File: src/hdl/ldr2_pkg.sv
package ldr2_pkg;

   localparam int NUM_W = 72;
   localparam int DEN_W = 64;
   localparam int STEP_W = $clog2(NUM_W);
   localparam int FRAC_W = 24;
   localparam logic [FRAC_W:0] FONE = 25'h1000000;
   localparam logic [8:0] SMALL_MAX = 9'd511;
   localparam logic [39:0] SUM_MAX = 40'hFF_FFFF_FFFF;
   localparam logic [31:0] WORD_MAX = 32'hFFFF_FFFF;

   localparam logic CSR_SAMPLE_COUNT = 1'b0;
   localparam logic CSR_RARE_THRESHOLD = 1'b1;

   localparam int REQ_DATA_W = 16;
   localparam int RSP_DATA_W = 80;

endpackage

File: src/hdl/ldr2_div.sv
module ldr2_div import ldr2_pkg::*; (
   input  logic             clock,
   input  logic             reset,
   input  logic             start,
   input  logic [NUM_W-1:0] num,
   input  logic [DEN_W-1:0] den,
   output logic [NUM_W-1:0] quot,
   output logic             done
);

   logic              busy_ff;
   logic              done_ff;
   logic [STEP_W-1:0] step_ff;
   logic [DEN_W-1:0]  rem_ff;
   logic [DEN_W-1:0]  den_ff;
   logic [NUM_W-1:0]  quo_ff;
   logic [DEN_W:0]    shifted;
   logic [DEN_W:0]    diff;
   logic              fits;
   logic [DEN_W-1:0]  rem_in;

   always_comb begin
      shifted = {rem_ff, quo_ff[NUM_W-1]};
      diff    = shifted - {1'b0, den_ff};
      fits    = shifted >= {1'b0, den_ff};
      rem_in  = fits ? diff[DEN_W-1:0] : shifted[DEN_W-1:0];
   end

   always_ff @(posedge clock) begin
      if (reset) begin
         busy_ff <= 1'b0;
         done_ff <= 1'b0;
         step_ff <= '0;
      end else begin
         done_ff <= 1'b0;
         if (busy_ff) begin
            rem_ff <= rem_in;
            quo_ff <= {quo_ff[NUM_W-2:0], fits};
            step_ff <= step_ff + 1'b1;
            if (step_ff == STEP_W'(NUM_W - 1)) begin
               busy_ff <= 1'b0;
               done_ff <= 1'b1;
            end
         end else if (start) begin
            busy_ff <= 1'b1;
            step_ff <= '0;
            rem_ff  <= '0;
            quo_ff  <= num;
            den_ff  <= den;
         end
      end
   end

   assign quot = quo_ff;
   assign done = done_ff;

endmodule

File: config.mk
export PLATFORM = sky130hd
export DESIGN_NAME = ldr2_div
export DESIGN_NICKNAME = d
export VERILOG_FILES = /design/src/hdl/ldr2_pkg.sv /design/src/hdl/ldr2_div.sv
export SDC_FILE = /design/constraint.sdc
export NUM_CORES = 1
export LEC_CHECK = 0
export BUFFER_PORTS_ARGS = -buffer_cell sky130_fd_sc_hd__buf_2
export CAP_MARGIN = 20
export CORE_UTILIZATION = 40
export DETAILED_ROUTE_END_ITERATION = 6
export GPL_ROUTABILITY_DRIVEN = 0
export GPL_TIMING_DRIVEN = 0
export PLACE_DENSITY_LB_ADDON = 0.1
export REMOVE_ABC_BUFFERS = 1
export SETUP_SLACK_MARGIN = 0.05
export SLEW_MARGIN = 20
export SYNTH_ARGS = -nofsm -noshare
export SYNTH_HDL_FRONTEND = slang
export SYNTH_SLANG_ARGS = --single-unit
File: constraint.sdc
create_clock -name clock -period 6.86 [get_ports clock]
set_input_delay 0.686 -clock clock [delete_from_list [all_inputs] [get_ports clock]]
set_output_delay 0.686 -clock clock [all_outputs]
set_load 0.01 [all_outputs]
# Word level (Yosys, flattened, before mapping)

Index checks and enable logic that the tools add are counted.

Input bits: 139
Output and inout bits: 73
Word-level logic and storage cells: 27
Flip-flop bits (word level): 209

Reductions and logical operators: 4
Add/subtract/negate cells: 2
Multiplexer cells: 11
Bitwise logic cells: 2
$lt $le $gt $ge: 1
Eq/ne operators: 1

Operator list:

| cell                | number |
|---|---|
| $mux 64             | 3 |
| $mux 72             | 2 |
| $ge 65x64->1        | 1 |
| $sub 64x64->64      | 1 |
| $mux 7              | 2 |
| $add 7x1->7 const B | 1 |
| $eq 7x7->1 const B  | 1 |
| $mux 1              | 4 |
| $reduce_and 3->1    | 1 |
| $not 1->1           | 2 |
| $reduce_and 2->1    | 1 |
| $reduce_bool 2->1   | 1 |
| $reduce_or 2->1     | 1 |

# Logic depth before layout (Yosys ltp)

Depth in word-level cells: 3
Depth in mapped cells: 15
Gate-level depth less buffers: 13

# Worst setup path before layout

Ideal clock, no wire load.

Path kind: input to register
Start: input port reset
End: register quo_ff[0], in the netlist quot[0] (enable)
Required time: 6.226 ns
Path buffers: 1
Path slack: -0.351 ns
Cell stages on the path: 2
Library setup time: 0.634 ns
Data arrival time: 6.578 ns
Cells stage by stage: clkbuf_1 -> nor2_1

Cells in the longest elaborated chain, start to end: 2

RTL lines:

| item                       | line           | text |
|---|---|---|
| start: declaration         | ldr2_div.sv:3  | `input logic reset,` |
| $not 1->1 (no line)        | n/a            |  |
| $reduce_and 2->1 (no line) | n/a            |  |
| end signal: assignment     | ldr2_div.sv:38 | `quo_ff <= {quo_ff[NUM_W-2:0], fits};` |
| end signal: assignment     | ldr2_div.sv:48 | `quo_ff <= num;` |
| end: declaration           | ldr2_div.sv:16 | `logic [NUM_W-1:0] quo_ff;` |

No other way between the ends.
A chain may end at the register's enable or synchronous reset.

# Final worst setup path

Start: register rem_ff[11]
End: register rem_ff[34], data pin

Cells in the longest elaborated chain, start to end: 3
Elaborated cells between the ends (all ways): 4
Classes of those cells: 1 x add/sub; 1 x order compare; 2 x mux

RTL lines:

| item                                           | line                           | text |
|---|---|---|
| start: declaration                             | ldr2_div.sv:14                 | `logic [DEN_W-1:0] rem_ff;` |
| start signal: assignment                       | ldr2_div.sv:37                 | `rem_ff <= rem_in;` |
| $sub 64x64->64 or $ge 65x64->1 (tied branches) | ldr2_div.sv:24, ldr2_div.sv:25 |  |
| $mux 64 (*)                                    | ldr2_div.sv:26                 | `rem_in = fits ? diff[DEN_W-1:0] : shifted[DEN_W-1:0];` |
| $mux 64 (*)                                    | ldr2_div.sv:36                 | `if (busy_ff) begin` |

Every way passes the cells marked *; elsewhere a longest branch is shown, timed or not.

==> results.yml <==
outcome:
  status: "finished clean"
routing:
  num_vias: 9153
  post-route-drc-count: 0
  routedWlPerCell_um: 17.0
  drt-pass1-iter-count: 4
  drt_iter0_markers: 436
  wl_mm: 29.3
  postRouteAntennaNets: 0
  viasPerCell: 5.31
critical_path:
  cp_max_fo: 6
  critPathLaunch: "rem_ff[11]"
  critPathCaptureType: "register"
  arrival_ps: 4180
  path_class: "register to register"
  worstPathRequired_ps: 7120
  timing.rr.start: "rem_ff[11]"
  startpoint_type: "register"
synth:
  ys_seq_area_frac: 0.503
  async_flop_share: 0
  yosysTopAreaCellShare: 0.488
  ys_ff_latch: 209
  synth-xor-area-share: 0.0320
  avgSynthCellArea_um2: 11.1
  synth.most_common_cell: "edfxtp_1"
  synthAdderAreaFrac: 0.0678
  yosys.area.top_type: "edfxtp_1"
  netlist_top_cells_count: "200 x edfxtp_1, 101 x nor2_1, 88 x inv_1"
  synth_top_family_by_area: "compound AO/OA/AOI/OAI gates"
  synth_mux_area_frac: 0.100
  synth_area_leaders: "edfxtp_1 49%, ha_1 6.6%, mux2_2 6.5%"
  yosys_warnings: 0
  synthDistinctLibCells: 75
  synthSimpleGateAreaFrac: 0.111
  synth_compound_area_frac: 0.142
  synth_cells: 1113
  synthFlopType: "edfxtp_1"
  synth_edf_count: 200
  netlist_area_um2: 12300
floorplan:
  die_w_um: 177
  pin_count: 212
  die_h_um: 177
  placeableCoreArea_um2: 30000
  die-area_um2: 31500
  rows: 63
  start_util: 0.411
pwr:
  pwr-share-seq: 0.429
  power.share.switching: 0.283
  power_frac_comb: 0.214
  total_leakage_power_uw: 0.00612
  p_int_uw: 2580
  cellPowerDensity_nw_per_um2: 245
  switchingPower_uw: 1020
  irDropWorstVdd_v: 0.000184
  p_clk_frac: 0.357
cells_and_area:
  multi_input_area_um2: 5580
  final_cells: 1724
  final_core_util: 0.490
  drive_gt1_frac: 0.266
  nets: 1519
  fill_cells: 2843
  area_growth_pct: 19.4
  seqCellArea_um2: 6190
timing:
  tightest_slew_ps: 955
  grt_setup_unrepaired: "false"
  finalCriticalPeriod_ps: 3920
  fmax_mhz: 255
  slew_violations: 0
  finalClockSkew_ps: 11.0
  slew_headroom: 0.347
  hold_viol_final: 0
  period_share: 0.571
  setup_viol: 0
  hold_ws_ps: 314
  setup_slack_ps: 2940
global_route:
  grt_pass1_wl_mm: 46.7
  grt_max_degree: 60
  grt_overflow_total: 0
  grt_pass1_vias: 9195
  grt_use_total: 0.185
  antenna_found_initial: 4
placed_design:
  io_buffers: 211
  post-place-cells: 1676
  place_ws_ps: 2920
  dpl.hpwl_mm: 21.6
clock_tree:
  post_cts_buffers: 0
  cts-resized-gates: 0
  cts_sinks: 209
  htree_levels: 1
  cts_tree: "yes"
  cts-root-buf: "clkbuf_16"
  clockBufferDepth: 3
  ctsHoldBuffers: 0
  insertion_delay_ps: 550
  clkTransAtPathRegs_ps: 60
  numCtsBuffers: 25
min_path:
  hold_class: "primary input to register"
  hp-start: "den[54]"
run:
  maxCapViolations: 0
-- sequential cells by signal, summed over array words and instances (netlist names) --
signal	count
busy_ff	1
quot	72
step_ff	7
done	1
rem_ff	64
den_ff	64
-- path summary, 6_finish.rpt --
| check | endpoint | slack, ps | cells past startpoint |
|---|---|---|---|
| max | rem_ff[34] | 2940 | 10 |
| min | den_ff[54] | 310 | 1 |
| max reg2reg | rem_ff[34] | 2940 | 10 |
| min reg2reg | step_ff[6] | 480 | 2 |
-- worst max-delay path: stages, from the launching register on --
cell and delay, ps:
edfxtp_1 410, ha_1 400, and3_1 260, a221o_1 350, a211oi_2 460, o21bai_1 260
a2111oi_0 910, o41ai_1 200, xor2_1 180, mux2i_1 150, nor2_1 60
-- cells in the final DEF, fill, tap and decap left out, drive strengths merged, types with 13 or more instances in the layout --
cell type,n
buf,222
edfxtp,200
nor2,101
inv,89
a21oi,81
mux2,71
nand2,67
ha,65
o21ai,45
mux2i,43
clkbuf,29
a21o,28
xnor2,26
nand3,21
nand4,20
xor2,19
o21bai,16
clkinv,14
and3,13
-- metrics by stage --
step / area, µm² / power (µW) / TNS, ps
final: 14700 / 3600 / 0
after global routing: 14700 / 3780 / 0
after CTS: 14700 / 3640 / 0
after detailed placement: 13900 / 2340 / 0
after global placement: 13600 / 2350 / -1079120
after floorplan: 12100 / 2120 / -281840
-- cells by family (layout without fill, tap and decap cells) --
logic type	count (synthesis)	after routing
and+or+nand+nor	286	286
xor gates and xnor gates	45	45
adders and majority gates	66	66
AOI/OAI and AO/OA	257	257
other	0	1
muxes	114	114
DFF	209	209
buffers and inverters	136	356
-- power by group through the flow --
stage | sequential (µW) | combinational [µW] | clock (µW)
2_1_floorplan | 1590 | 525 | 0
3_3_place_gp | 1600 | 752 | 0
3_5_place_dp | 1570 | 768 | 0
4_1_cts | 1550 | 771 | 1330
5_1_grt | 1560 | 856 | 1370
6_report | 1550 | 771 | 1290
-- layout make-up --
class                      instances  share of cell area
antenna                            1            0.000170
clock buffer                      29              0.0436
clock inverter                    17             0.00954
inverter                          88              0.0227
multi-input combinational        768               0.380
sequential                       209               0.422
tap                              390              0.0332
timing repair buffer             222              0.0895
-- layer usage --
metal	GRT usage	share of wire
met1	0.236	0.45
met2	0.314	0.46
met3	0.0469	0.068
met4	0.0452	0.021
met5	0	0.00072
No activity file was read; power rests on OpenSTA's default activity.
